File: src/rtl/core/ctfc_pkg.sv
// Package: types, constants and lookup functions for the clock tree frequency calculator.
`default_nettype none

package ctfc_pkg;

  localparam int FREQ_W     = 32;
  localparam int ADC_W      = 31;
  localparam int XTAL_W     = 25;
  localparam int MUL_W      = 6;
  localparam int IN_W       = 40;
  localparam int OUT_W      = 224;

  // Pipelined divider geometry
  localparam int DIV_W      = 32;
  localparam int DEN_W      = 5;
  localparam int DIV_STEPS  = 4;
  localparam int DIV_STAGES = DIV_W / DIV_STEPS;

  localparam logic [FREQ_W-1:0] HSI_HZ      = FREQ_W'(8000000);
  localparam logic [FREQ_W-1:0] HSI_HALF_HZ = FREQ_W'(4000000);
  localparam logic [XTAL_W-1:0] XTAL_RESET  = XTAL_W'(8000000);

  localparam logic [3:0] AHB_DIV_MASK = 4'h8;
  localparam logic [3:0] AHB_LOW_MASK = 4'h7;
  localparam logic [3:0] AHB_GAP_MASK = 4'h4;
  localparam logic [2:0] APB_DIV_MASK = 3'h4;
  localparam logic [2:0] APB_LOW_MASK = 3'h3;

  typedef enum logic [1:0] {
    SW_HSI  = 2'd0,
    SW_HSE  = 2'd1,
    SW_PLL  = 2'd2,
    SW_NONE = 2'd3
  } sw_t;

  // Input transaction, last field in the low bits
  typedef struct packed {
    logic [6:0] pad;
    logic [1:0] adc_prescale_code;
    logic [2:0] apb2_prescale_code;
    logic [2:0] apb1_prescale_code;
    logic [3:0] ahb_prescale_code;
    logic       internal_full_rate;
    logic [3:0] pll_mul_code;
    logic [3:0] prediv1_code;
    logic [3:0] pll2_mul_code;
    logic [3:0] prediv2_code;
    logic       prediv1_from_pll2;
    logic       pll_from_prediv1;
    logic [1:0] switch_status;
  } query_t;

  // Result transaction, last field in the low bits
  typedef struct packed {
    logic              pad;
    logic [ADC_W-1:0]  adc_freq;
    logic [FREQ_W-1:0] apb2_timer_freq;
    logic [FREQ_W-1:0] apb2_freq;
    logic [FREQ_W-1:0] apb1_timer_freq;
    logic [FREQ_W-1:0] apb1_freq;
    logic [FREQ_W-1:0] ahb_freq;
    logic [FREQ_W-1:0] system_freq;
  } result_t;

  // Context that travels down the pipeline next to the arithmetic
  typedef struct packed {
    sw_t               sw;
    logic              pll_from_prediv1;
    logic              prediv1_from_pll2;
    logic [3:0]        pll2_mul_code;
    logic [3:0]        prediv1_code;
    logic [3:0]        pll_mul_code;
    logic              internal_full_rate;
    logic [3:0]        ahb_code;
    logic [2:0]        apb1_code;
    logic [2:0]        apb2_code;
    logic [1:0]        adc_code;
    logic [XTAL_W-1:0] xtal;
    logic [FREQ_W-1:0] sys;
    logic [FREQ_W-1:0] ahb;
    logic [FREQ_W-1:0] apb1;
    logic [FREQ_W-1:0] apb1t;
    logic [FREQ_W-1:0] apb2;
    logic [FREQ_W-1:0] apb2t;
  } ctx_t;

  function automatic logic [MUL_W-1:0] main_mul_half(input logic [3:0] code);
    logic [MUL_W-1:0] m;
    unique case (code)
      4'd0:  m = 6'd36;
      4'd1:  m = 6'd6;
      4'd2:  m = 6'd8;
      4'd3:  m = 6'd10;
      4'd4:  m = 6'd12;
      4'd5:  m = 6'd14;
      4'd6:  m = 6'd16;
      4'd7:  m = 6'd18;
      4'd8:  m = 6'd20;
      4'd9:  m = 6'd22;
      4'd10: m = 6'd24;
      4'd11: m = 6'd26;
      4'd12: m = 6'd28;
      4'd13: m = 6'd13;
      4'd14: m = 6'd30;
      4'd15: m = 6'd32;
    endcase
    return m;
  endfunction

  function automatic logic [MUL_W-1:0] pll2_mul_half(input logic [3:0] code);
    logic [MUL_W-1:0] m;
    unique case (code)
      4'd0:  m = 6'd5;
      4'd1:  m = 6'd25;
      4'd2:  m = 6'd8;
      4'd3:  m = 6'd10;
      4'd4:  m = 6'd12;
      4'd5:  m = 6'd14;
      4'd6:  m = 6'd16;
      4'd7:  m = 6'd18;
      4'd8:  m = 6'd20;
      4'd9:  m = 6'd22;
      4'd10: m = 6'd24;
      4'd11: m = 6'd26;
      4'd12: m = 6'd28;
      4'd13: m = 6'd30;
      4'd14: m = 6'd32;
      4'd15: m = 6'd40;
    endcase
    return m;
  endfunction

  function automatic logic [3:0] ahb_shift(input logic [3:0] code);
    logic [3:0] low;
    low = code & AHB_LOW_MASK;
    if ((code & AHB_DIV_MASK) == 4'd0) begin
      return 4'd0;
    end
    return ((low & AHB_GAP_MASK) != 4'd0) ? low + 4'd2 : low + 4'd1;
  endfunction

  function automatic logic [2:0] apb_shift(input logic [2:0] code);
    return ((code & APB_DIV_MASK) != 3'd0) ? (code & APB_LOW_MASK) + 3'd1 : 3'd0;
  endfunction

  function automatic logic [2:0] apb_timer_shift(input logic [2:0] code);
    return ((code & APB_DIV_MASK) != 3'd0) ? (code & APB_LOW_MASK) : 3'd0;
  endfunction

endpackage

`default_nettype wire

File: src/rtl/core/ctfc_prescale.sv
// Bus prescalers: AHB shift in one stage, the four APB shifts in the next.
`default_nettype none

module ctfc_prescale (
  input  logic           clk,
  input  logic           rst,
  input  logic           en,
  input  logic           in_valid,
  input  ctfc_pkg::ctx_t in_ctx,
  output logic           out_valid,
  output ctfc_pkg::ctx_t out_ctx
);
  import ctfc_pkg::*;

  logic p1_valid;
  ctx_t p1_ctx;
  ctx_t p1_ctx_next;
  ctx_t p2_ctx_next;

  always_comb begin
    p1_ctx_next     = in_ctx;
    p1_ctx_next.ahb = in_ctx.sys >> ahb_shift(in_ctx.ahb_code);
  end

  always_comb begin
    p2_ctx_next       = p1_ctx;
    p2_ctx_next.apb1  = p1_ctx.ahb >> apb_shift(p1_ctx.apb1_code);
    p2_ctx_next.apb1t = p1_ctx.ahb >> apb_timer_shift(p1_ctx.apb1_code);
    p2_ctx_next.apb2  = p1_ctx.ahb >> apb_shift(p1_ctx.apb2_code);
    p2_ctx_next.apb2t = p1_ctx.ahb >> apb_timer_shift(p1_ctx.apb2_code);
  end

  always_ff @(posedge clk) begin
    if (rst) begin
      p1_valid  <= 1'b0;
      out_valid <= 1'b0;
    end else if (en) begin
      p1_valid  <= in_valid;
      out_valid <= p1_valid;
    end
  end

  always_ff @(posedge clk) begin
    if (en) begin
      p1_ctx  <= p1_ctx_next;
      out_ctx <= p2_ctx_next;
    end
  end

endmodule

`default_nettype wire

File: config.mk
export PLATFORM = sky130hd
export DESIGN_NAME = ctfc_prescale
export DESIGN_NICKNAME = d
export VERILOG_FILES = /design/src/rtl/core/ctfc_pkg.sv /design/src/rtl/core/ctfc_prescale.sv
export SDC_FILE = /design/constraint.sdc
export NUM_CORES = 1
export LEC_CHECK = 0
export BUFFER_PORTS_ARGS = -buffer_cell sky130_fd_sc_hd__buf_2
export CAP_MARGIN = 20
export CORE_AREA = 4 4 191 193
export CTS_CLUSTER_DIAMETER = 30
export DETAILED_ROUTE_END_ITERATION = 10
export DIE_AREA = 0 0 195 197
export MAX_ROUTING_LAYER = met4
export PLACE_DENSITY_LB_ADDON = 0.15
export SETUP_SLACK_MARGIN = 0.15
export SLEW_MARGIN = 10
export SYNTH_ARGS = -nofsm -noshare
export SYNTH_HDL_FRONTEND = slang
export SYNTH_SLANG_ARGS = --single-unit
File: constraint.sdc
create_clock -name clk -period 2.6 [get_ports clk]
set_input_delay 0.52 -clock clk [delete_from_list [all_inputs] [get_ports clk]]
set_output_delay 0.52 -clock clk [all_outputs]
set_load 0.01 [all_outputs]
; Word-level counts from Yosys, hierarchy flattened
; Cells that the tools add are included.
[op_classes]
addsub = 4
shift = 5
n_mux = 8
n_reduce_logical = 1
[op_table]
columns = cell, count
row1 = 32-bit by 2-bit >> shifter with 32-bit output, 2
row2 = 32-bit by 3-bit >> shifter with 32-bit output, 2
row3 = 32-bit by 4-bit >> shifter with 32-bit output, 1
row4 = 4-bit 2-to-1 mux, 3
row5 = "2-bit by 1-bit adder with 3-bit output, second input constant", 2
row6 = 3-bit 2-to-1 mux, 2
row7 = "3-bit by 1-bit adder with 4-bit output, second input constant", 1
row8 = "3-bit by 2-bit adder with 4-bit output, second input constant", 1
row9 = 4-bit zero test, 1
row10 = 2-bit 2-to-1 mux, 2
row11 = 1-bit 2-to-1 mux, 1
[word_totals]
regBits = 366
inputBits = 250
out_inout_bits = 247
word_cells = 52

; Longest topological paths before layout
[logic_depth]
ltp_word = 4
mapped_depth = 7
mapped_depth_nobuf = 6

; Least setup slack after synthesis
; No wires, ideal clock.
[synth_path]
path_kind = input to register
from = input port in_ctx[227] in the netlist's numbering
to = register p1_ctx[137] in the netlist's numbering (data pin)
setup_time_ns = 0.266
arrival_ns = 2.060
t_required_ns = 2.334
setup_slack_ns = 0.274
cell_stages = 7
n_path_buf = 2
cell_sequence = buf_4 > xor2_2 > nor2_4 > buf_6 > mux4_1 > a22oi_1 > o21ai_1
[synth_lines]
columns = item, line
row1 = start: declaration, ctfc_prescale.sv:9  ; input ctfc_pkg::ctx_t in_ctx,
row2 = end signal: assignment, ctfc_prescale.sv:45  ; p1_ctx <= p1_ctx_next;
row3 = end: declaration, ctfc_prescale.sv:16  ; ctx_t p1_ctx;

==> flow_summary_export.csv <==
group,metric,value,unit
clocking,cts.sinks,366,
placed_design,place_congestion,0.8794,
critical_path,worst-setup-path-type,"flip-flop to flip-flop",
critical_path,critPathMaxFanout,9,
final_layout,insertedDiodeCount,0,
hold_path,worstHoldPathType,"input pin to flip-flop",
sta,finClkSkew,0.02310,ns
synthesis,synth_edf_count,364,
synthesis,syn_area_per_cell,16.73,sq um
die,rows,68,
synthesis,yosysWarnings,0,
sta,finalCritPeriodShare,87.11,%
sta,finalSetupTns,0,ns
global_routing,grt_pass1_wl,68570,microns
placed_design,port_buffers,336,
die,core,34540,sq um
die,pin_count,497,
critical_path,startpoint_type,"flip-flop",
die,dieArea,38420,sq um
synthesis,seq_area_frac_synth,67.81,%
placed_design,placed_cell_area,18660,sq um
final_layout,post_route_cells_drive_above_1_share,44.48,%
clocking,cts_max_path_buffers,3,
global_routing,grt_pass1_vias,10680,
clocking,cts_buffers,75,
pwr,power.density,950.8,nW/um^2
placed_design,detailed_place_hpwl,31730,microns
sta,grt_setup_unrepaired,"false",
final_layout,fin_util,61.61,%
drt,ant_nets,0,
clocking,htree_num_levels,3,
global_routing,antenna_found_initial,0,
global_routing,grt_util_all_layers,24.47,%
sta,setup_violations,0,
die,initial_utilization,46.83,%
clocking,clock-root-buffer,"clkbuf_16",
clocking,clk-insertion-delay-late,0.57,ns
clocking,post_cts_resized,0,
drt,drt_iter0_drc,963,
synthesis,synth_cell_type_count,50,
synthesis,synthesis.instances,967,
pwr,ir_worst_vdd,0.8290,mV
synthesis,syn_nets,1220,
final_layout,num-nets-final,1606,
sta,timing.final.max_slew_violations,0,
drt,wire_per_inst,24.76,microns
synthesis,netlist_area,16180,sq um
final_layout,area_delta_synth_final,31.55,%
drt,dr.pass1.iters,5,
drt,vias,10510,
critical_path,worstPathArrival,2.56,ns
global_routing,grt_start_max_net_pins,67,
clocking,ctsHoldBuffers,0,
drt,routed_via_density,5.624,
pwr,cellLeakagePower,8.690,nW
sta,tightestPinTransition,0.7442,ns
die,die_y,197,microns
synthesis,synth_ff_type,"edfxtp_1",
clocking,cts_tree,"yes",
clocking,cts_setup_buffers,0,
job,cap_viol_max_count,0,
sta,fin_ws,0.3352,ns
sta,holdWs,0.1225,ns
critical_path,cp.required,2.90,ns
synthesis,synth_seq_cells,366,
drt,remaining_drc_errors,0,
global_routing,grt.overflow.total,0,
critical_path,cp-end-kind,"flip-flop",
sta,fin_crit,2.265,ns
sta,fmax,441.5,MHz
sta,hold_viol_final,0,
placed_design,place_ws,0.1090,ns
final_layout,final_area,21280,sq um
drt,wirelength,46270,microns
clocking,path_clk_slew,0.05,ns
synthesis,async_reset_ff_share,0,%
sta,max_slew_margin,50.27,%
die,die_w,195,microns
status,status,"complete, no violations",
-- kinds of logic (layout without fill, tap and decap cells) --
| group | Yosys count | in the layout | synth area share, % |
|---|---|---|---|
| AND/OR/NAND/NOR | 115 | 115 | 3.310 |
| XOR/XNOR | 2 | 2 | 0.1547 |
| multiplexers | 268 | 268 | 21.01 |
| buffers and inverters | 89 | 536 | 2.320 |
| adder cells (fa/ha/maj) | 3 | 3 | 0.2320 |
| flip-flops | 366 | 366 | 67.81 |
| AO/OA/AOI/OAI | 124 | 124 | 5.158 |
-- synthesized netlist by cell type, drive strengths merged (2+ instances only) --
| master | count | area share, % |
|---|---|---|
| nand2b | 5 | 0.19 |
| edfxtp | 364 | 68 |
| a31oi | 3 | 0.12 |
| nor3 | 6 | 0.19 |
| o21ai | 31 | 0.96 |
| nand3 | 5 | 0.15 |
| buf | 28 | 0.88 |
| clkbuf | 57 | 1.3 |
| mux2 | 58 | 4.0 |
| nand2 | 51 | 1.2 |
| mux2i | 160 | 9.9 |
| and2 | 11 | 0.43 |
| a22o | 5 | 0.27 |
| a221o | 3 | 0.19 |
| o22ai | 2 | 0.077 |
| and3 | 11 | 0.43 |
| a211o | 4 | 0.22 |
| ha | 3 | 0.23 |
| o221ai | 5 | 0.27 |
| a21oi | 22 | 0.70 |
| a21o | 2 | 0.093 |
| inv | 4 | 0.093 |
| a22oi | 6 | 0.28 |
| a211oi | 20 | 0.93 |
| a32oi | 3 | 0.16 |
| o211ai | 11 | 0.51 |
| dfxtp | 2 | 0.25 |
| nor2b | 2 | 0.077 |
| nor2 | 22 | 0.56 |
| nand3b | 2 | 0.093 |
| mux4 | 50 | 7.1 |
-- sequential cells by signal, summed over array words and instances (netlist names) --
register / cells
out_ctx: 246
p1_ctx: 118
out_valid: 1
p1_valid: 1
-- per-stage QoR --
stage / instances / total power [W]
after floorplan: 967 / 0.009248
after global placement: 1731 / 0.01055
after detailed placement: 1731 / 0.01057
after CTS: 1869 / 0.02043
after global routing: 1869 / 0.02102
final: 1869 / 0.02024
-- path summary, 6_finish.rpt --
kind | startpoint | depth (start not counted) | end | slack (ns)
worst max-delay path | p1_ctx[219] | 5 | out_ctx[56] | 0.34
worst min-delay path | rst | 2 | out_valid | 0.12
worst max register to register | p1_ctx[219] | 5 | out_ctx[56] | 0.34
worst min register to register | p1_ctx[170] | 0 | out_ctx[170] | 0.41
-- critical path: stages (launching register included) --
cell	delay, ns
edfxtp_1	0.56
nand2b_1	0.52
buf_4	0.23
mux2i_1	0.28
mux2i_1	0.13
mux2_2	0.28
-- power by group --
| group | internal, W | switching (W) |
|---|---|---|
| clock | 0.00671 | 0.00305 |
| combinational | 0.00120 | 0.00143 |
| sequential | 0.00733 | 0.000523 |
| total | 0.0152 | 0.00500 |
-- layout by cell type (no fill, tap or decap), types with 3 or more instances in the layout --
cell	Yosys	final
inv_6	0	7
a31oi_1	3	3
mux2_2	58	58
a211oi_1	20	20
and3_1	11	11
nor2_1	21	21
clkinvlp_4	0	9
mux2i_1	160	160
nand2_1	50	48
clkinv_4	0	5
o211ai_1	11	11
a22o_1	5	5
o221ai_1	5	5
mux4_2	45	45
buf_12	0	11
buf_2	18	335
a221o_1	3	3
clkbuf_16	0	79
nand2b_1	5	5
bufinv_16	0	12
clkbuf_1	54	4
buf_4	2	47
a21oi_1	21	21
a22oi_1	6	6
clkinv_2	0	11
nor3_1	6	6
a211o_1	4	4
inv_1	3	3
mux4_1	5	5
and2_1	11	11
clkinv_1	0	11
ha_1	3	3
nand2_2	1	3
nand3_1	5	5
a32oi_1	3	3
edfxtp_1	364	364
o21ai_0	30	30
-- routing by layer --
layer	GRT usage (%)	wire length, microns	vias to the layer above
met5	-	0	-
met2	35.20	20500	537
met3	8.410	4802	78
li1	-	-	4663
met1	33.36	19850	5234
met4	7.241	1117	0
-- area by class of cell --
type | instances | area (sq um)
Tap cell | 455 | 569.3
Multi-Input combinational cell | 512 | 4842
Inverter | 4 | 15.01
Sequential cell | 366 | 10970
Clock buffer | 83 | 1992
Clock inverter | 55 | 629.4
Fill cell | 2654 | 13260
Timing Repair Buffer | 394 | 2265
No activity file was read; power rests on OpenSTA's default activity.
