==> src/rtl/core/ctfc_pkg.sv <==
// Package: types, constants and lookup functions for the clock tree frequency calculator.
`default_nettype none

package ctfc_pkg;

  localparam int FREQ_W     = 32;
  localparam int ADC_W      = 31;
  localparam int XTAL_W     = 25;
  localparam int MUL_W      = 6;
  localparam int IN_W       = 40;
  localparam int OUT_W      = 224;

  // Pipelined divider geometry
  localparam int DIV_W      = 32;
  localparam int DEN_W      = 5;
  localparam int DIV_STEPS  = 4;
  localparam int DIV_STAGES = DIV_W / DIV_STEPS;

  localparam logic [FREQ_W-1:0] HSI_HZ      = FREQ_W'(8000000);
  localparam logic [FREQ_W-1:0] HSI_HALF_HZ = FREQ_W'(4000000);
  localparam logic [XTAL_W-1:0] XTAL_RESET  = XTAL_W'(8000000);

  localparam logic [3:0] AHB_DIV_MASK = 4'h8;
  localparam logic [3:0] AHB_LOW_MASK = 4'h7;
  localparam logic [3:0] AHB_GAP_MASK = 4'h4;
  localparam logic [2:0] APB_DIV_MASK = 3'h4;
  localparam logic [2:0] APB_LOW_MASK = 3'h3;

  typedef enum logic [1:0] {
    SW_HSI  = 2'd0,
    SW_HSE  = 2'd1,
    SW_PLL  = 2'd2,
    SW_NONE = 2'd3
  } sw_t;

  // Input transaction, last field in the low bits
  typedef struct packed {
    logic [6:0] pad;
    logic [1:0] adc_prescale_code;
    logic [2:0] apb2_prescale_code;
    logic [2:0] apb1_prescale_code;
    logic [3:0] ahb_prescale_code;
    logic       internal_full_rate;
    logic [3:0] pll_mul_code;
    logic [3:0] prediv1_code;
    logic [3:0] pll2_mul_code;
    logic [3:0] prediv2_code;
    logic       prediv1_from_pll2;
    logic       pll_from_prediv1;
    logic [1:0] switch_status;
  } query_t;

  // Result transaction, last field in the low bits
  typedef struct packed {
    logic              pad;
    logic [ADC_W-1:0]  adc_freq;
    logic [FREQ_W-1:0] apb2_timer_freq;
    logic [FREQ_W-1:0] apb2_freq;
    logic [FREQ_W-1:0] apb1_timer_freq;
    logic [FREQ_W-1:0] apb1_freq;
    logic [FREQ_W-1:0] ahb_freq;
    logic [FREQ_W-1:0] system_freq;
  } result_t;

  // Context that travels down the pipeline next to the arithmetic
  typedef struct packed {
    sw_t               sw;
    logic              pll_from_prediv1;
    logic              prediv1_from_pll2;
    logic [3:0]        pll2_mul_code;
    logic [3:0]        prediv1_code;
    logic [3:0]        pll_mul_code;
    logic              internal_full_rate;
    logic [3:0]        ahb_code;
    logic [2:0]        apb1_code;
    logic [2:0]        apb2_code;
    logic [1:0]        adc_code;
    logic [XTAL_W-1:0] xtal;
    logic [FREQ_W-1:0] sys;
    logic [FREQ_W-1:0] ahb;
    logic [FREQ_W-1:0] apb1;
    logic [FREQ_W-1:0] apb1t;
    logic [FREQ_W-1:0] apb2;
    logic [FREQ_W-1:0] apb2t;
  } ctx_t;

  function automatic logic [MUL_W-1:0] main_mul_half(input logic [3:0] code);
    logic [MUL_W-1:0] m;
    unique case (code)
      4'd0:  m = 6'd36;
      4'd1:  m = 6'd6;
      4'd2:  m = 6'd8;
      4'd3:  m = 6'd10;
      4'd4:  m = 6'd12;
      4'd5:  m = 6'd14;
      4'd6:  m = 6'd16;
      4'd7:  m = 6'd18;
      4'd8:  m = 6'd20;
      4'd9:  m = 6'd22;
      4'd10: m = 6'd24;
      4'd11: m = 6'd26;
      4'd12: m = 6'd28;
      4'd13: m = 6'd13;
      4'd14: m = 6'd30;
      4'd15: m = 6'd32;
    endcase
    return m;
  endfunction

  function automatic logic [MUL_W-1:0] pll2_mul_half(input logic [3:0] code);
    logic [MUL_W-1:0] m;
    unique case (code)
      4'd0:  m = 6'd5;
      4'd1:  m = 6'd25;
      4'd2:  m = 6'd8;
      4'd3:  m = 6'd10;
      4'd4:  m = 6'd12;
      4'd5:  m = 6'd14;
      4'd6:  m = 6'd16;
      4'd7:  m = 6'd18;
      4'd8:  m = 6'd20;
      4'd9:  m = 6'd22;
      4'd10: m = 6'd24;
      4'd11: m = 6'd26;
      4'd12: m = 6'd28;
      4'd13: m = 6'd30;
      4'd14: m = 6'd32;
      4'd15: m = 6'd40;
    endcase
    return m;
  endfunction

  function automatic logic [3:0] ahb_shift(input logic [3:0] code);
    logic [3:0] low;
    low = code & AHB_LOW_MASK;
    if ((code & AHB_DIV_MASK) == 4'd0) begin
      return 4'd0;
    end
    return ((low & AHB_GAP_MASK) != 4'd0) ? low + 4'd2 : low + 4'd1;
  endfunction

  function automatic logic [2:0] apb_shift(input logic [2:0] code);
    return ((code & APB_DIV_MASK) != 3'd0) ? (code & APB_LOW_MASK) + 3'd1 : 3'd0;
  endfunction

  function automatic logic [2:0] apb_timer_shift(input logic [2:0] code);
    return ((code & APB_DIV_MASK) != 3'd0) ? (code & APB_LOW_MASK) : 3'd0;
  endfunction

endpackage

`default_nettype wire

==> src/rtl/core/ctfc_div.sv <==
// Pipelined restoring divider: 32-bit dividend, small divisor, context carried alongside.
`default_nettype none

module ctfc_div (
  input  logic                          clk,
  input  logic                          rst,
  input  logic                          en,
  input  logic                          in_valid,
  input  logic [ctfc_pkg::DIV_W-1:0]    in_num,
  input  logic [ctfc_pkg::DEN_W-1:0]    in_den,
  input  ctfc_pkg::ctx_t                in_ctx,
  output logic                          out_valid,
  output logic [ctfc_pkg::DIV_W-1:0]    out_quo,
  output ctfc_pkg::ctx_t                out_ctx
);
  import ctfc_pkg::*;

  typedef struct packed {
    logic [DEN_W-1:0] rem;
    logic [DIV_W-1:0] acc;
  } div_state_t;

  // Retire DIV_STEPS quotient bits: shift a dividend bit into the remainder, subtract if it fits
  function automatic div_state_t div_steps(input div_state_t s, input logic [DEN_W-1:0] den);
    div_state_t r;
    logic [DEN_W:0] t;
    r = s;
    for (int i = 0; i < DIV_STEPS; i++) begin
      t = {r.rem, r.acc[DIV_W-1]};
      r.acc = {r.acc[DIV_W-2:0], 1'b0};
      if (t >= {1'b0, den}) begin
        t = t - {1'b0, den};
        r.acc[0] = 1'b1;
      end
      r.rem = t[DEN_W-1:0];
    end
    return r;
  endfunction

  logic             st_valid [DIV_STAGES];
  div_state_t       st_q     [DIV_STAGES];
  logic [DEN_W-1:0] st_den   [DIV_STAGES];
  ctx_t             st_ctx   [DIV_STAGES];

  div_state_t       q_in     [DIV_STAGES];
  logic [DEN_W-1:0] den_in   [DIV_STAGES];
  ctx_t             ctx_in   [DIV_STAGES];

  always_comb begin
    q_in[0]   = div_state_t'{rem: '0, acc: in_num};
    den_in[0] = in_den;
    ctx_in[0] = in_ctx;
    for (int k = 1; k < DIV_STAGES; k++) begin
      q_in[k]   = st_q[k-1];
      den_in[k] = st_den[k-1];
      ctx_in[k] = st_ctx[k-1];
    end
  end

  always_ff @(posedge clk) begin
    if (rst) begin
      for (int k = 0; k < DIV_STAGES; k++) begin
        st_valid[k] <= 1'b0;
      end
    end else if (en) begin
      st_valid[0] <= in_valid;
      for (int k = 1; k < DIV_STAGES; k++) begin
        st_valid[k] <= st_valid[k-1];
      end
    end
  end

  always_ff @(posedge clk) begin
    if (en) begin
      for (int k = 0; k < DIV_STAGES; k++) begin
        st_q[k]   <= div_steps(q_in[k], den_in[k]);
        st_den[k] <= den_in[k];
        st_ctx[k] <= ctx_in[k];
      end
    end
  end

  assign out_valid = st_valid[DIV_STAGES-1];
  assign out_quo   = st_q[DIV_STAGES-1].acc;
  assign out_ctx   = st_ctx[DIV_STAGES-1];

endmodule

`default_nettype wire

==> config.mk <==
export PLATFORM = sky130hd
export DESIGN_NAME = ctfc_div
export DESIGN_NICKNAME = d
export VERILOG_FILES = /design/src/rtl/core/ctfc_pkg.sv /design/src/rtl/core/ctfc_div.sv
export SDC_FILE = /design/constraint.sdc
export NUM_CORES = 2
export LEC_CHECK = 0
export BUFFER_PORTS_ARGS = -buffer_cell sky130_fd_sc_hd__buf_2
export CORE_MARGIN = 3
export CORE_UTILIZATION = 53
export CTS_CLUSTER_DIAMETER = 100
export DETAILED_ROUTE_END_ITERATION = 8
export GPL_ROUTABILITY_DRIVEN = 0
export PLACE_DENSITY = 0.84
export SLEW_MARGIN = 20
export SYNTH_ARGS = -nofsm -noshare
export SYNTH_HDL_FRONTEND = slang
export SYNTH_SLANG_ARGS = --single-unit
==> constraint.sdc <==
create_clock -name clk -period 7.1 [get_ports clk]
set_clock_uncertainty 0.05 [all_clocks]
set_input_delay 1.065 -clock clk [delete_from_list [all_inputs] [get_ports clk]]
set_output_delay 1.065 -clock clk [all_outputs]
set_load 0.02 [all_outputs]
# [Word-level counts from Yosys, hierarchy flattened]
# Memory sizes are Yosys's and may differ from the RTL's.
# Cells that the tools add are included.
[word_totals] ramBits=2312 input_bits=287 mem_count=4 word_cells=218 output_inout_bits=279 regBits=0
[op_classes] bitwise_logic=8 mux=142 magnitude_cmp=32 addsub=32
[memory_table] name="st_ctx" words=8 word_bits=246 read_ports=8 rd_clocked_by_memory_dff=0 wr=8 line="ctfc_div.sv:43" rtl="ctx_t st_ctx [DIV_STAGES];"
[memory_table] name="st_q" words=8 word_bits=37 read_ports=8 rd_clocked_by_memory_dff=0 wr=8 line="ctfc_div.sv:41" rtl="div_state_t st_q [DIV_STAGES];"
[memory_table] name="st_den" words=8 word_bits=5 read_ports=7 rd_clocked_by_memory_dff=0 wr=8 line="ctfc_div.sv:42" rtl="logic [DEN_W-1:0] st_den [DIV_STAGES];"
[memory_table] name="st_valid" words=8 word_bits=1 read_ports=8 rd_clocked_by_memory_dff=0 wr=8 line="ctfc_div.sv:40" rtl="logic st_valid [DIV_STAGES];"
[ops] operator="$mux 5" n=64
[ops] operator="$ge 6x5->1" n=31
[ops] operator="$sub 5x5->5" n=31
[ops] operator="$mux 1" n=78
[ops] operator="$or 1x1->1" n=8
[ops] operator="$ge 1x5->1" n=1
[ops] operator="$sub 1x5->5" n=1

# [Depth between registers and ports, before layout]
# An unclocked memory read counts as a cell.
[logic_depth] word_depth=13 ltp_mapped=36 ltp_nobuf=35

# [Worst setup path before layout]
# Ideal clock, no wire load.
[synth_timing] path_type="register to register" start="mem st_den[1][1]" end="mem st_q[0][107] in the netlist's numbering (data pin)" t_arrival_ns=7.232 period_less_slack_ns=7.543 setup_time_ns=0.261 required_time_ns=6.789 n_path_buf=0 stages_incl_launch_ff=31 path_slack_ns=-0.443 path_cell_list="edfxtp_1 -> inv_1 -> fa_1 -> a21oi_1 -> a2bb2oi_1 -> and2_1 -> mux2_2 -> ha_1 -> nor2b_1 -> o31a_1 -> a311oi_1 -> and3_1 -> inv_1 -> o21ai_0 -> inv_1 -> ha_1 -> a41o_1 -> o22a_1 -> a311oi_1 -> a21o_1 -> inv_1 -> nor2_1 -> a21oi_1 -> fa_1 -> a21o_1 -> a21o_1 -> a21oi_1 -> o211ai_1 -> a211oi_1 -> a31oi_1 -> a221o_1"
[synth_rtl] element="start, declared" line="ctfc_div.sv:42"
[synth_rtl] element="end, declared" line="ctfc_div.sv:41"

==> impl_summary.txt <==
----------------------------------------------------
[Logic synthesis]
  Area fraction of the dominant cell type after synthesis ... 0.8956
  Post-Syn Instances ... 3347
  Area of the mapped netlist ... 77190 sq um
  Cell types with the largest area share after synthesis ... sky130_fd_sc_hd__edfxtp_1 90%, sky130_fd_sc_hd__ha_1 2.5%, sky130_fd_sc_hd__fa_1 0.78%, sky130_fd_sc_hd__inv_1 0.74%, sky130_fd_sc_hd__a21oi_1 0.54%
  Fraction of the yosys area taken by sequential cells ... 0.8956
  Fraction of synthesis flops using an asynchronous set or reset pin ... 0
  Main synth FF type ... sky130_fd_sc_hd__edfxtp_1
  Post-Syn Nets ... between 3000 and 4000
  Number of enable-type register cells in the synthesized netlist ... around 2300
  Seq cells post-synth ... between 2000 and 2500
  Number of warnings issued by yosys ... 0
  Number of unique standard cell types used by synthesis ... 84
  Area leader, netlist ... sky130_fd_sc_hd__edfxtp_1
  Average instance area after synthesis ... around 23 sq um

[Global routing]
  Vias in the first global route ... ~34000
  Number of antenna violations at the first check in global routing ... 18
  Pin count of the biggest net entering global routing ... 221
  Wire length of the first global-routing pass ... roughly 200 mm
  Grt total ovfl ... 0
  Combined global-route utilization of all metal layers ... 0.1722

[Clocking]
  Clock tree from TritonCTS ... done
  CTS Buffer Depth ... 3
  H-tree depth reported by CTS ... 4
  TritonCTS buffer count ... 212
  # clock sinks ... roughly 2300
  Clk root buf ... sky130_fd_sc_hd__clkbuf_16
  Latest clock arrival within the worst-skew pair ... ~0.83 ns
  Clk slew on worst S/H paths ... roughly 0.060 ns

[Die]
  Count of boundary I/O pins ... 566
  Overall die area ... 150300 sq um
  Vertical die dimension ... a little under 400 um
  Cell Rows ... approximately 140
  Die Width ... between 300 and 400 um
  Initial standard-cell utilization of the core ... 0.5354
  Floorplan core area ... roughly 140000 sq um

[Power and ir drop]
  Cell area power density ... between 400 and 500 nW/um^2
  Sequential cell fraction of total power ... 0.382
  Sw Share ... 0.3116
  Net switching component of the power ... 13970 uW
  Highest ir drop seen on vdd ... 0.0005370 V
  Part of the total power dissipated in combinational logic ... 0.371
  Internal power summed over all cells ... 30870 uW
  Leakage ... 0.03311 uW
  Relative contribution of the clock network to total power ... 0.247

[Detailed routing]
  Iteration-0 DRC count of the detailed router ... approximately 2600
  Per-cell via count in the routed design ... 5.264
  Final Routed Wirelength ... about 130 mm
  DRC Markers ... 0
  Total via count in the routed design ... between 30000 and 40000
  ANT nets after route ... 0
  Drt first pass iters ... 7
  Wire length per cell after detailed routing ... approximately 21 um

[Place]
  # port buffers ... 565
  DPL Wire Length ... between 70 and 80 mm
  Placed standard-cell area ... between 80000 and 90000 sq um
  Number of cells after detailed placement ... between 5000 and 6000

[Setup path]
  WP data required ... approximately 7.5 ns
  Highest fanout seen on the critical path ... 7
  Startpoint class of the critical path ... register
  Worst setup EP type ... register
  CP arrival ... 7.81 ns
  Critical path start-end classification ... register to register
  Most used cell, CP ... sky130_fd_sc_hd__a21oi_2
  Largest stage delay on the critical path ... 0.42 ns
  Worst-path cell with the longest stage delay ... sky130_fd_sc_hd__fa_2

[Finish]
  Layout Utilization ... 0.6358
  Final-stage net count ... approximately 4700
  Layout-stage area growth over the synthesis result ... 18.76%
  Finished Cell Area ... approximately 92000 sq um
  Final std cells w/o fill ... 6361
  Share of final-layout standard cells stronger than drive strength 1 ... 0.2790

[STA]
  Final critical-path required period ... ~7.4 ns
  Maximum clock frequency ... ~140 MHz
  Setup repair after global routing missed its margin ... true
  Setup violation total in the final timing report ... 6
  Fin. max-slew vios ... 0
  Worst setup slack after layout ... -0.2779 ns
  Slew at the pin closest to its max-slew limit ... approximately 1.1 ns
  Final count of hold timing violations ... 0
  Portion of the clock cycle consumed by the worst path in the final layout ... 1.039
  Slew headroom ... 0.2924

[Status]
  Failing checks ... setup timing
  Outcome ... complete, but fails checks

[Job]
  # Max-Cap Violations ... 0

[Min path]
  Type of the worst min-delay path ... register to register

----------------------------------------------------
[per-stage QoR]
step	hold slack, ns	setup TNS [ns]	total power, uW	setup slack, ns
2_1_floorplan	0.3503	0	26520	0.004961
5_1_grt	0.2846	-4.795	46980	-0.5587
6_report	0.3145	-1.465	44840	-0.2779
3_5_place_dp	0.3545	-11.24	29690	-0.5690
3_3_place_gp	0.3500	-1.003	28700	-0.2088
4_1_cts	0.2603	0	42240	0.002496
[cells by family (layout without fill, tap and decap cells)]
kind of cell,after synthesis,after routing,synth area share
flops,2302,2302,0.8956
xor+xnor,70,70,0.007943
other cells,0,6,0
simple gates,251,251,0.01785
compound gates,310,310,0.02863
buf+inv,167,1272,0.008299
mux,60,60,0.008494
fa+ha+maj,187,187,0.03323
[worst max-delay path, delay by kind of cell (launching register included)]
family / cells / cell delay, ns
AO/OA/AOI/OAI: 18 / 3.21
adder cells (fa/ha/maj): 5 / 1.62
AND/OR/NAND/NOR: 4 / 0.75
buffers and inverters: 6 / 0.68
flip-flops: 1 / 0.40
multiplexers: 1 / 0.34
[synth_stat cells, drive strengths merged (22+ instances only)]
cell type and count:
and2 22, fa 30, xor2 25, a21o 47
inv 156, mux2 28, nor2 53, xnor2 45
nand2 43, ha 157, a21oi 83, mux2i 32
o21ai 45, edfxtp 2302
[registers in the layout, indices dropped and copies added, names as in the netlist]
signal and flops:
st_ctx 1968, st_den 35, st_q 291, st_valid 8
[power groups by stage]
stage               registers, uW  logic [uW]  clock network [uW]
floorplan                   17300        9170                   0
global placement            17300       11400                   0
detailed placement          17400       12300                   0
CTS                         17100       13700               11400
global route                17200       17900               11900
finish                      17100       16600               11100
[area by class of cell]
class	count	area (sq um)
clock buffer	251	5451
clock inverter	141	1441
multi-input combinational	878	8421
fill	8977	52510
sequential	2302	69130
antenna	6	15.01
timing repair buffer	724	4217
tap	1903	2381
inverter	156	613.1
[timing repair]
action	4_1_cts	5_1_grt
setup buffers	34	53
pin swaps	22	71
hold buffers	0	0
endpoints found under the setup margin	34	36
cloned	0	0
gates resized for setup	57	144
[per-layer routing]
metal | GRT usage | wire, um
met3 | 0.04049 | 9403
met1 | 0.2147 | 49950
met5 | 0 | 68
met4 | 0.06437 | 4891
met2 | 0.2953 | 69410
[cells in the final DEF (no fill, tap or decap), types with 13 or more instances in the layout]
cell type and count:
sky130_fd_sc_hd__buf_2 564, sky130_fd_sc_hd__fa_1 17, sky130_fd_sc_hd__mux2i_1 15, sky130_fd_sc_hd__inv_1 136
sky130_fd_sc_hd__and2_1 18, sky130_fd_sc_hd__buf_4 141, sky130_fd_sc_hd__ha_4 23, sky130_fd_sc_hd__mux2_2 20
sky130_fd_sc_hd__nor2b_1 15, sky130_fd_sc_hd__nor2_1 41, sky130_fd_sc_hd__clkbuf_1 39, sky130_fd_sc_hd__a21o_1 47
sky130_fd_sc_hd__inv_2 13, sky130_fd_sc_hd__clkinv_1 49, sky130_fd_sc_hd__clkbuf_16 212, sky130_fd_sc_hd__fa_2 13
sky130_fd_sc_hd__xor2_1 25, sky130_fd_sc_hd__bufinv_16 16, sky130_fd_sc_hd__and3_1 15, sky130_fd_sc_hd__edfxtp_1 2302
sky130_fd_sc_hd__clkinvlp_4 21, sky130_fd_sc_hd__o21ai_0 30, sky130_fd_sc_hd__nand2_1 37, sky130_fd_sc_hd__nand3_1 17
sky130_fd_sc_hd__xnor2_1 45, sky130_fd_sc_hd__clkinv_2 35, sky130_fd_sc_hd__a21oi_1 56, sky130_fd_sc_hd__a21oi_2 23
sky130_fd_sc_hd__ha_1 131, sky130_fd_sc_hd__nand2b_1 14
[final timing paths]
check | startpoint | end | depth (start not counted) | slack [ns]
setup / recovery | st_q[0][68] | st_q[0][110] | 34 | -0.28
hold / removal | st_ctx[0][173] | st_ctx[0][419] | 0 | 0.31
setup reg to reg | st_q[0][68] | st_q[0][110] | 34 | -0.28
hold reg to reg | st_ctx[0][173] | st_ctx[0][419] | 0 | 0.31
Power figures use the tool's default switching activity.
