**config.mk**
```make
export PLATFORM = sky130hd
export DESIGN_NAME = ctfc_outbuf
export DESIGN_NICKNAME = d
export VERILOG_FILES = /design/src/rtl/core/ctfc_pkg.sv /design/src/rtl/core/ctfc_outbuf.sv
export SDC_FILE = /design/constraint.sdc
export NUM_CORES = 1
export LEC_CHECK = 0
export BUFFER_PORTS_ARGS = -buffer_cell sky130_fd_sc_hd__buf_2
export CAP_MARGIN = 20
export CORE_MARGIN = 1
export CORE_UTILIZATION = 50
export CTS_CLUSTER_DIAMETER = 60
export DETAILED_ROUTE_END_ITERATION = 10
export PLACE_DENSITY = 0.77
export RECOVER_POWER = 100
export SKIP_LAST_GASP = 1
export SLEW_MARGIN = 20
export SYNTH_ARGS = -nofsm -noshare
export SYNTH_HDL_FRONTEND = slang
export SYNTH_SLANG_ARGS = --single-unit
```
**constraint.sdc**
```tcl
create_clock -name clk -period 42.3 [get_ports clk]
set_clock_uncertainty 0.15 [all_clocks]
set_input_delay 0 -clock clk [delete_from_list [all_inputs] [get_ports clk]]
set_output_delay 0 -clock clk [all_outputs]
set_load 0.1 [all_outputs]
```
**src/rtl/core/ctfc_pkg.sv**
```systemverilog
// Package: types, constants and lookup functions for the clock tree frequency calculator.
`default_nettype none

package ctfc_pkg;

  localparam int FREQ_W     = 32;
  localparam int ADC_W      = 31;
  localparam int XTAL_W     = 25;
  localparam int MUL_W      = 6;
  localparam int IN_W       = 40;
  localparam int OUT_W      = 224;

  // Pipelined divider geometry
  localparam int DIV_W      = 32;
  localparam int DEN_W      = 5;
  localparam int DIV_STEPS  = 4;
  localparam int DIV_STAGES = DIV_W / DIV_STEPS;

  localparam logic [FREQ_W-1:0] HSI_HZ      = FREQ_W'(8000000);
  localparam logic [FREQ_W-1:0] HSI_HALF_HZ = FREQ_W'(4000000);
  localparam logic [XTAL_W-1:0] XTAL_RESET  = XTAL_W'(8000000);

  localparam logic [3:0] AHB_DIV_MASK = 4'h8;
  localparam logic [3:0] AHB_LOW_MASK = 4'h7;
  localparam logic [3:0] AHB_GAP_MASK = 4'h4;
  localparam logic [2:0] APB_DIV_MASK = 3'h4;
  localparam logic [2:0] APB_LOW_MASK = 3'h3;

  typedef enum logic [1:0] {
    SW_HSI  = 2'd0,
    SW_HSE  = 2'd1,
    SW_PLL  = 2'd2,
    SW_NONE = 2'd3
  } sw_t;

  // Input transaction, last field in the low bits
  typedef struct packed {
    logic [6:0] pad;
    logic [1:0] adc_prescale_code;
    logic [2:0] apb2_prescale_code;
    logic [2:0] apb1_prescale_code;
    logic [3:0] ahb_prescale_code;
    logic       internal_full_rate;
    logic [3:0] pll_mul_code;
    logic [3:0] prediv1_code;
    logic [3:0] pll2_mul_code;
    logic [3:0] prediv2_code;
    logic       prediv1_from_pll2;
    logic       pll_from_prediv1;
    logic [1:0] switch_status;
  } query_t;

  // Result transaction, last field in the low bits
  typedef struct packed {
    logic              pad;
    logic [ADC_W-1:0]  adc_freq;
    logic [FREQ_W-1:0] apb2_timer_freq;
    logic [FREQ_W-1:0] apb2_freq;
    logic [FREQ_W-1:0] apb1_timer_freq;
    logic [FREQ_W-1:0] apb1_freq;
    logic [FREQ_W-1:0] ahb_freq;
    logic [FREQ_W-1:0] system_freq;
  } result_t;

  // Context that travels down the pipeline next to the arithmetic
  typedef struct packed {
    sw_t               sw;
    logic              pll_from_prediv1;
    logic              prediv1_from_pll2;
    logic [3:0]        pll2_mul_code;
    logic [3:0]        prediv1_code;
    logic [3:0]        pll_mul_code;
    logic              internal_full_rate;
    logic [3:0]        ahb_code;
    logic [2:0]        apb1_code;
    logic [2:0]        apb2_code;
    logic [1:0]        adc_code;
    logic [XTAL_W-1:0] xtal;
    logic [FREQ_W-1:0] sys;
    logic [FREQ_W-1:0] ahb;
    logic [FREQ_W-1:0] apb1;
    logic [FREQ_W-1:0] apb1t;
    logic [FREQ_W-1:0] apb2;
    logic [FREQ_W-1:0] apb2t;
  } ctx_t;

  function automatic logic [MUL_W-1:0] main_mul_half(input logic [3:0] code);
    logic [MUL_W-1:0] m;
    unique case (code)
      4'd0:  m = 6'd36;
      4'd1:  m = 6'd6;
      4'd2:  m = 6'd8;
      4'd3:  m = 6'd10;
      4'd4:  m = 6'd12;
      4'd5:  m = 6'd14;
      4'd6:  m = 6'd16;
      4'd7:  m = 6'd18;
      4'd8:  m = 6'd20;
      4'd9:  m = 6'd22;
      4'd10: m = 6'd24;
      4'd11: m = 6'd26;
      4'd12: m = 6'd28;
      4'd13: m = 6'd13;
      4'd14: m = 6'd30;
      4'd15: m = 6'd32;
    endcase
    return m;
  endfunction

  function automatic logic [MUL_W-1:0] pll2_mul_half(input logic [3:0] code);
    logic [MUL_W-1:0] m;
    unique case (code)
      4'd0:  m = 6'd5;
      4'd1:  m = 6'd25;
      4'd2:  m = 6'd8;
      4'd3:  m = 6'd10;
      4'd4:  m = 6'd12;
      4'd5:  m = 6'd14;
      4'd6:  m = 6'd16;
      4'd7:  m = 6'd18;
      4'd8:  m = 6'd20;
      4'd9:  m = 6'd22;
      4'd10: m = 6'd24;
      4'd11: m = 6'd26;
      4'd12: m = 6'd28;
      4'd13: m = 6'd30;
      4'd14: m = 6'd32;
      4'd15: m = 6'd40;
    endcase
    return m;
  endfunction

  function automatic logic [3:0] ahb_shift(input logic [3:0] code);
    logic [3:0] low;
    low = code & AHB_LOW_MASK;
    if ((code & AHB_DIV_MASK) == 4'd0) begin
      return 4'd0;
    end
    return ((low & AHB_GAP_MASK) != 4'd0) ? low + 4'd2 : low + 4'd1;
  endfunction

  function automatic logic [2:0] apb_shift(input logic [2:0] code);
    return ((code & APB_DIV_MASK) != 3'd0) ? (code & APB_LOW_MASK) + 3'd1 : 3'd0;
  endfunction

  function automatic logic [2:0] apb_timer_shift(input logic [2:0] code);
    return ((code & APB_DIV_MASK) != 3'd0) ? (code & APB_LOW_MASK) : 3'd0;
  endfunction

endpackage

`default_nettype wire

```
**src/rtl/core/ctfc_outbuf.sv**
```systemverilog
// Output register with a one-entry skid stage; stalls the pipeline only when the skid is full.
`default_nettype none

module ctfc_outbuf (
  input  logic                       clk,
  input  logic                       rst,
  input  logic                       in_valid,
  input  ctfc_pkg::result_t          in_data,
  output logic                       en,
  output logic                       m_tvalid,
  input  logic                       m_tready,
  output logic [ctfc_pkg::OUT_W-1:0] m_tdata
);
  import ctfc_pkg::*;

  logic    skid_valid;
  result_t skid;
  result_t out_data;
  logic    pop;
  logic    out_free;

  assign en       = !skid_valid;
  assign pop      = en && in_valid;
  assign out_free = !m_tvalid || m_tready;

  always_ff @(posedge clk) begin
    if (rst) begin
      m_tvalid   <= 1'b0;
      skid_valid <= 1'b0;
    end else if (out_free) begin
      m_tvalid   <= skid_valid || pop;
      skid_valid <= 1'b0;
    end else if (pop) begin
      skid_valid <= 1'b1;
    end
  end

  always_ff @(posedge clk) begin
    if (out_free) begin
      out_data <= skid_valid ? skid : in_data;
    end else if (pop) begin
      skid <= in_data;
    end
  end

  assign m_tdata = out_data;

endmodule

`default_nettype wire
```
==> Yosys cells after proc, flatten, opt, wreduce, memory -nomap -nowiden <==
Index checks and enable logic that the tools add are counted.
{ "word_totals": {"register_bits": 450, "in_bits": 228, "out_inout_bits": 226, "elab_cells": 27} }
{ "classes": {"n_mux": 1, "bitwise": 1, "reduce_logical": 7} }
{ "op_table": {"columns": ["op", "n"], "rows": [
  ["2-to-1 mux 224 bit", 1],
  ["logical NOT 1 bit", 2],
  ["logical OR 1 bit", 2],
  ["AND reduction 2 bit", 1],
  ["OR reduction 2 bit", 1],
  ["logical AND 1 bit", 1],
  ["NOT 1 bit", 1]
]} }

==> Longest topological paths before layout <==
Gate-level depths: netlist of run 1.
{ "logic_depth": {"ltp_word": 4, "depth_mapped": 5, "mapped_depth_nobuf": 2} }

==> Worst setup path after synthesis of run 1 <==
Ideal clock, no wire load.
{ "synth_path": {"kind": "register -> register", "startpoint": "register m_tvalid", "endpoint": "register skid[0] (netlist bit), enable pin", "setup_ns": 4.096, "arrival_time_ns": 26.029, "t_required_ns": 38.054, "path_slack_ns": 12.025, "stages_incl_launch_ff": 3, "path_buffers": 0, "period_less_slack_ns": 30.275, "cell_sequence": "dfxtp_1 -> nand2b_1 -> nor3b_1"} }
{ "synth_via": {"elab_chain_cells": 4} }
{ "synth_rtl": {"columns": ["item", "line_no", "rtl"], "rows": [
  ["from (decl)", "ctfc_outbuf.sv:10", "output logic m_tvalid,"],
  ["from (signal assigned)", "ctfc_outbuf.sv:31", "m_tvalid <= skid_valid || pop;"],
  ["logical NOT 1 bit", "ctfc_outbuf.sv:24", "assign out_free = !m_tvalid || m_tready;"],
  ["logical OR 1 bit", "ctfc_outbuf.sv:24", null],
  ["named net out_free", "ctfc_outbuf.sv:20", "logic out_free;"],
  ["NOT 1 bit (no source line)", null, null],
  ["AND reduction 2 bit (no source line)", null, null],
  ["to (signal assigned)", "ctfc_outbuf.sv:42", "skid <= in_data;"],
  ["to (decl)", "ctfc_outbuf.sv:17", "result_t skid;"]
]} }
The timed path passes the listed nets, and every way through them passes these cells.
A chain may end at the register's enable or synchronous reset.

==> Worst setup path after layout of run 1 <==
{ "layout_path": {"startpoint": "register m_tvalid", "endpoint": "register skid[95] (netlist bit), enable pin"} }
The elaborated chain is that of the path after synthesis.

==> results of run 1 <==
==> metrics by stage <==
stage | util [%] | instances | instance area, sq um | power (mW)
after floorplan | - | 705 | 16300 | 0.681
after global placement | 59.9 | 1574 | 19000 | 0.709
after detailed placement | 59.9 | 1574 | 19000 | 0.711
after CTS | 71.6 | 1880 | 22800 | 1.11
after global routing | 69.4 | 1880 | 22100 | 1.14
final | 69.4 | 1881 | 22100 | 1.11
==> cells by family (layout without fill, tap and decap cells) <==
group | Yosys count | after routing | share of synthesized area (%)
compound gates | 1 | 1 | 0.0306
other cells | 0 | 1 | 0
flops | 450 | 450 | 82.6
simple gates | 4 | 4 | 0.138
mux | 224 | 224 | 16.1
buf+inv | 26 | 766 | 1.11
==> final timing paths <==
check	slack, ns	end
worst max-delay path	29.88	skid[95]$_DFFE_PP_
worst min register to register	0.39	m_tdata[198]$_DFFE_PP_
worst max register to register	29.88	skid[95]$_DFFE_PP_
worst min-delay path	0.06	skid[41]$_DFFE_PP_
==> repair_timing <==
| action | in CTS | in global routing |
|---|---|---|
| setup buffers | 0 | 0 |
| endpoints found under the hold margin | 450 | 0 |
| hold buffers | 227 | 0 |
==> per-layer routing <==
metal	vias to the layer above	GRT usage, %	wire length (um)
li1	4264	-	-
met2	491	40.5	20100
met1	4721	27.1	14400
met3	99	6.63	3490
met5	-	0	0
met4	0	9.55	1500
==> critical path, stage by stage (launching register included) <==
cell and delay, ns:
dfxtp_1 0.36, nand2b_1 1.37, nor3b_1 0.60, clkbuf_1 6.02, clkbuf_1 2.96
==> layout by cell type (no fill, tap or decap), drive strengths merged <==
master	Yosys	layout
a21oi	1	1
buf	25	28
clkinv	0	22
nand2b	1	1
bufinv	0	5
diode	0	1
inv	1	1
nor3b	1	1
edfxtp	448	448
dfxtp	2	2
mux2	224	224
nor3	1	1
nor2	1	1
clkbuf	0	479
dlygate4sd3	0	227
clkinvlp	0	4
==> layout make-up <==
cell class	count	area (sq um)	area share, %
antenna	1	2.50	0.0113
inverter	1	3.75	0.0170
timing repair buffer	686	4030	18.3
clock inverter	31	302	1.37
clock buffer	48	1140	5.15
sequential	450	13500	61.1
multi-input combinational	229	2560	11.6
tap	435	544	2.46
==> flip-flops by register name (all words and copies together) (netlist names) <==
| register | cells |
|---|---|
| skid | 224 |
| skid_valid | 1 |
| m_tdata | 224 |
| m_tvalid | 1 |
==> power groups by stage <==
stage | sequential, mW | clock (mW) | combinational [mW]
after floorplan | 0.661 | 0 | 0.0200
after global placement | 0.532 | 0 | 0.177
after detailed placement | 0.532 | 0 | 0.179
after CTS | 0.523 | 0.395 | 0.196
after global routing | 0.530 | 0.412 | 0.195
final | 0.528 | 0.388 | 0.189
==> metrics.md, run 1 <==
| Metric | Value |
|---|---|
| Max-slew violations | `691` |
| Tcrit/Tclk final | `29.4%` |
| Post-synth cell types | `13` |
| Sw Ratio | `29.3%` |
| # resized after CTS | `0` |
| Measured slew at the worst slew-check pin | `9.70 ns` |
| Synth warn | `0` |
| Clk sink count | `450` |
| Htree depth | `2` |
| Count leader, synth | `edfxtp_1` |
| Top FF cell, synth | `edfxtp_1` |
| Proportion of layout cells with a drive suffix above 1 | `20.1%` |
| Final WS setup | `29.88 ns` |
| Crit path capture type | `flop` |
| Setup TNS after final layout | `0 ns` |
| Initial antenna violation count | `0` |
| Commonest cells in the netlist | `edfxtp_1, mux2_2, mux2_4, buf_4, buf_2` |
| Worst Path Max Fanout | `between 150 and 200` |
| Max Fclk | `about 0.080 GHz` |
| First-pass iteration count of the detailed router | `5` |
| Worst Hold Depth | `2` |
| Synth top area cells | `edfxtp_1, mux2_2, mux2_4` |
| Logic gate share of total power | `17.1%` |
| Violated checks | `capacitance limit, slew limit` |
| # setup viols final | `0` |
| Mean post-synth cell area | `23.2 sq um` |
| Vias in the first global route | `just over 10000` |
| Post-route DRC | `0` |
| # fillers | `2182` |
| CTS tree | `built` |
| Maximum vdd drop | `0.0000498 V` |
| Status | `finished with violations` |
| Crit path DAT | `~12 ns` |
| Worst-path clk slew | `0.07 ns` |
| CP Launch Point | `m_tvalid$_SDFFE_PP0P_` |
| Pwr per Cell Area | `between 50 and 60 nW/um^2` |
| Max Cap Viol | `8` |
| Syn Std Cell Area | `16300 sq um` |
| Layout area overhead | `35.3%` |
| Largest net degree at the start of global routing | `approximately 170` |
| Post-detail-place hpwl | `22700 um` |
| Hold Crit Class | `in -> reg` |
| First-pass GRT wire length | `58600 um` |
| Crit Path Category | `reg -> reg` |
| Die ar. | `33400 sq um` |
| WHS | `0.0587 ns` |
| Starting Density | `~51%` |
| Internal Power | `between 700 and 800 uW` |
| Switching component of the power | `324 uW` |
| Die height | `approximately 180 um` |
| Cell count after synthesis | `around 710` |
| Routability cong. | `0.780` |
| CTS Buf Count | `44` |
| Async SR Flop Fraction | `0%` |
| Worst rel slew slack | `-546%` |
| Sequential area share after synthesis | `82.6%` |
| EDFF count, synth | `around 450` |
| Worst-case clock buffer depth | `3` |
| Clk Latency, worst-skew pair | `0.52 ns` |
| Via density per instance | `between 5 and 6` |
| Leak | `7.48 nW` |
| Final net count | `around 1600` |
| Unrepaired setup endpoints after global routing | `false` |
| Hold_sp | `in_data[41]` |
| Final min period | `12.42 ns` |
| Hold Vio Cnt, Final | `0` |
| Critical Path Source Type | `flop` |
| I/O pin total | `~450` |
| RR Startpoint | `m_tvalid$_SDFFE_PP0P_` |
| Syn_nets | `933` |
| Port bufs | `453` |
| Post-route ant nets | `0` |
| Gr usage total | `23.3%` |
| Pre-CTS WS | `between 30 and 40 ns` |
| Routed WL | `just under 40000 um` |
| Critical Path RT | `42.19 ns` |
| Clock power share | `about a third` |
| Synth Register Bits | `450` |
| Vias | `around 9600` |
| Part of the power in registers | `47.7%` |
| R2R depth | `4` |
| Core box area | `31800 sq um` |
| Initial DRC Count | `582` |
| Total gr overflow | `0` |
| Leading area contributor after synthesis | `edfxtp_1` |
| Die Wd | `183 um` |
| CTS Root Cell | `clkbuf_16` |
| Top cell type's share of synthesized area | `82.4%` |
| Cell row count | `65` |
| Routed len/inst | `21.0 um` |
Power figures use the tool's default switching activity.
==> run 2, diff against run 1 <==
--- a/config.mk
+++ b/config.mk
@@ -5,13 +5,14 @@
 export SDC_FILE = /design/constraint.sdc
 export NUM_CORES = 1
 export LEC_CHECK = 0
+export ABC_AREA = 1
 export BUFFER_PORTS_ARGS = -buffer_cell sky130_fd_sc_hd__buf_2
 export CAP_MARGIN = 20
 export CORE_MARGIN = 1
-export CORE_UTILIZATION = 50
+export CORE_UTILIZATION = 47
 export CTS_CLUSTER_DIAMETER = 60
 export DETAILED_ROUTE_END_ITERATION = 10
-export PLACE_DENSITY = 0.77
+export PLACE_DENSITY = 0.76
 export RECOVER_POWER = 100
 export SKIP_LAST_GASP = 1
 export SLEW_MARGIN = 20
==> constraint.sdc (replaced) <==
create_clock -name clk -period 10.5 [get_ports clk]
set_clock_uncertainty 0.15 [all_clocks]
set_input_delay 0 -clock clk [delete_from_list [all_inputs] [get_ports clk]]
set_output_delay 0 -clock clk [all_outputs]
set_load 0.1 [all_outputs]
==> metrics.md, run 2 <==
| Metric | Value |
|---|---|
| Via density per instance | `4.93 (was 5.09)` |
| R2R Setup Slk | `4.04 ns (was 29.88 ns)` |
| Hold Vio Cnt, Final | `0 (unchanged)` |
| Proportion of layout cells with a drive suffix above 1 | `4.73% (was 20.1%)` |
| Worst Path Max Fanout | `80 (was 152)` |
| # resized after CTS | `0 (unchanged)` |
| Leading cell type in the layout, fill and taps excluded | `nand2_1 (was edfxtp_1)` |
| Violated checks | `capacitance limit, slew limit (unchanged)` |
| Post-synthesis xor/xnor area fraction | `0% (unchanged)` |
| Final min period | `6.46 ns (was 12.42 ns)` |
| R2R depth | `2 (was 4)` |
| Synth Register Bits | `450 (unchanged)` |
| Most frequent cells in the layout | `nand2_1, edfxtp_1, clkbuf_1 (was edfxtp_1, clkbuf_1, dlygate4sd3_1)` |
| Largest net degree at the start of global routing | `94 (was 174)` |
| Die ar. | `35500 sq um (was 33400 sq um)` |
| First-pass iteration count of the detailed router | `5 (unchanged)` |
| Routed WL | `43900 um (was 39500 um)` |
| Starting Density | `48.2% (was 51.3%)` |
| EDFF count, synth | `448 (unchanged)` |
| Cell row count | `67 (was 65)` |
| Crit Path Category | `reg -> reg (unchanged)` |
| Crit path capture type | `flop (unchanged)` |
| Synth top area cells | `edfxtp_1, nand2_1, buf_2 (was edfxtp_1, mux2_2, mux2_4)` |
| Synth warn | `0 (unchanged)` |
| Gr usage total | `24.4% (was 23.3%)` |
| Pre-CTS WS | `6.58 ns (was 38.89 ns)` |
| First-pass GRT wire length | `65400 um (was 58600 um)` |
| Leading area contributor after synthesis | `edfxtp_1 (unchanged)` |
| Vias | `11600 (was 9575)` |
| Core box area | `33900 sq um (was 31800 sq um)` |
| Top cell type's share of synthesized area | `82.4% (about the same)` |
| CP peak stage delay | `2.85 ns (was 6.02 ns)` |
| Compound-cell area share of the yosys netlist | `0.0306% (was 0.0307%)` |
| Clk Latency, worst-skew pair | `0.54 ns (was 0.52 ns)` |
| Initial DRC Count | `887 (was 582)` |
| Hold Crit Class | `in -> reg (unchanged)` |
| Port bufs | `453 (unchanged)` |
| Setup TNS after final layout | `0 ns (unchanged)` |
| Die Wd | `188 um (was 183 um)` |
| Max Fclk | `0.155 GHz (was 0.0805 GHz)` |
| Routed len/inst | `18.6 um (was 21.0 um)` |
| Measured slew at the worst slew-check pin | `3.82 ns (was 9.70 ns)` |
| Maximum vdd drop | `0.000164 V (was 0.0000498 V)` |
| Synth Area in Simple Gates | `15.6% (was 0.138%)` |
| Cell count after synthesis | `1182 (was 705)` |
| Post-route ant nets | `0 (unchanged)` |
| Crit path DAT | `6.37 ns (was 12.31 ns)` |
| Crit path to | `m_tdata[54]$_DFFE_PP_ (was skid[95]$_DFFE_PP_)` |
| Initial antenna violation count | `3 (was 0)` |
| CTS Buf Count | `44 (unchanged)` |
| Total gr overflow | `0 (unchanged)` |
| Post-CTS setup buffer count | `0 (unchanged)` |
| Post-route DRC | `0 (unchanged)` |
| RR Startpoint | `m_tvalid$_SDFFE_PP0P_ (unchanged)` |
| CP max stage cell | `clkbuf_1 (unchanged)` |
| Async SR Flop Fraction | `0% (unchanged)` |
| Critical Path Source Type | `flop (unchanged)` |
| Unrepaired setup endpoints after global routing | `false (unchanged)` |
| Worst rel slew slack | `-154% (was -546%)` |
| Worst-case clock buffer depth | `3 (unchanged)` |
| Syn_nets | `1410 (was 933)` |
| Mean post-synth cell area | `13.8 sq um (was 23.2 sq um)` |
| # setup viols final | `0 (unchanged)` |
| CP Launch Point | `m_tvalid$_SDFFE_PP0P_ (unchanged)` |
| Layout area overhead | `35.3% (about the same)` |
| Max Cap Viol | `6 (was 8)` |
| Worst-path clk slew | `0.06 ns (was 0.07 ns)` |
| Commonest cells in the netlist | `nand2_1, edfxtp_1, buf_2, buf_4, clkbuf_1 (was edfxtp_1, mux2_2, mux2_4, buf_4, buf_2)` |
| Syn Std Cell Area | `16300 sq um (about the same)` |
| I/O pin total | `454 (unchanged)` |
| Largest family of logic cells by synthesized area | `simple AND/OR/NAND/NOR gates (was multiplexers)` |
| WHS | `0.0396 ns (was 0.0587 ns)` |
| Post-synth cell types | `11 (was 13)` |
| Finished Core Util | `65.3% (was 69.4%)` |
| Vias in the first global route | `11900 (was 10200)` |
| Mux cell area share after synthesis | `0% (was 16.1%)` |
| Critical Path RT | `10.41 ns (was 42.19 ns)` |
| Leak | `8.57 nW (was 7.48 nW)` |
| Sequential area share after synthesis | `82.6% (about the same)` |
| Die height | `188 um (was 183 um)` |
| Clk sink count | `450 (unchanged)` |
| Worst r2r dst | `m_tdata[54]$_DFFE_PP_ (was skid[95]$_DFFE_PP_)` |
| Max-slew violations | `410 (was 691)` |
| Final WS setup | `4.04 ns (was 29.88 ns)` |
| Count leader, synth | `nand2_1 (was edfxtp_1)` |
| Routability cong. | `0.807 (was 0.780)` |
| Cts hold-fix bufs | `229 (was 227)` |
| Final net count | `2099 (was 1640)` |
| Adder-cell share of the synthesized area | `0% (unchanged)` |
| Pwr per Cell Area | `203 nW/um^2 (was 50.0 nW/um^2)` |
| Tcrit/Tclk final | `61.6% (was 29.4%)` |
| Top FF cell, synth | `edfxtp_1 (unchanged)` |
| Htree depth | `2 (unchanged)` |
| CTS Root Cell | `clkbuf_16 (unchanged)` |
| Tot Pwr | `4.48 mW (was 1.11 mW)` |
| Post-detail-place hpwl | `24700 um (was 22700 um)` |
| CTS tree | `built (unchanged)` |
| CP cell instances | `nand2_1 > clkbuf_1 (was nand2b_1 > nor3b_1 > clkbuf_1 > clkbuf_1)` |
| Status | `finished with violations (unchanged)` |
run 2: cell count changes after synthesis, moves of 5 or more:
cell	delta
nand2_1	+675
mux2_4	-27
buf_2	+15
clkbuf_1	+8
mux2_2	-197
buf_4	+5
run 2: cell type report:
cell class / count / area (sq um)
flip-flops and latches: 450 / 13500
multi-input cells: 680 / 2560
diodes: 5 / 12.5
repair buffers: 692 / 4110
well taps: 448 / 561
clock inverters: 26 / 205
fillers: 2483 / 11800
inverters: 3 / 16.3
clock buffers: 51 / 1150
run 2: worst max-delay path, delay by kind of cell (launching register included):
kind / cells / cell delay, ns
flip-flops: 1 / 0.35
AND/OR/NAND/NOR: 1 / 2.53
buffers and inverters: 1 / 2.85
run 2: power breakdown:
part,switching [mW],internal (mW),leakage (nW)
logic,0.708,0.128,3.52
registers,0.0370,2.10,4.38
clock network,0.651,0.855,0.662
total,1.40,3.08,8.57
run 2: worst min-delay path by stage:
stage	start	end	slack, ns	cells past startpoint
after floorplan	in_data[0]	skid[0]$_DFFE_PP_	-0.05	0
after global placement	in_data[15]	skid[15]$_DFFE_PP_	0.04	1
after detailed placement	in_data[180]	skid[180]$_DFFE_PP_	0.04	1
after CTS	in_data[135]	skid[135]$_DFFE_PP_	0.004	2
after global routing	in_data[209]	skid[209]$_DFFE_PP_	0.03	2
final	in_data[95]	skid[95]$_DFFE_PP_	0.04	2
run 2: cell families (layout without fill, tap and decap cells):
logic type,count (synthesis),count (layout)
simple gates,679,679
flops,450,450
buf+inv,52,772
compound gates,1,1
other cells,0,5
run 2: through the flow:
step / instances / area, sq um
2_1_floorplan: 1182 / 16400
3_3_place_gp: 2043 / 19000
3_5_place_dp: 2044 / 19000
4_1_cts: 2350 / 22700
5_1_grt: 2351 / 22100
6_report: 2355 / 22100
run 2: per-layer routing:
layer | vias to the layer above | track usage (%) | wire, um
met4 | 0 | 11.4 | 2060
met3 | 136 | 6.65 | 4120
met5 | - | 0 | 0
li1 | 5387 | - | -
met1 | 5386 | 28.9 | 16200
met2 | 692 | 41.3 | 21500
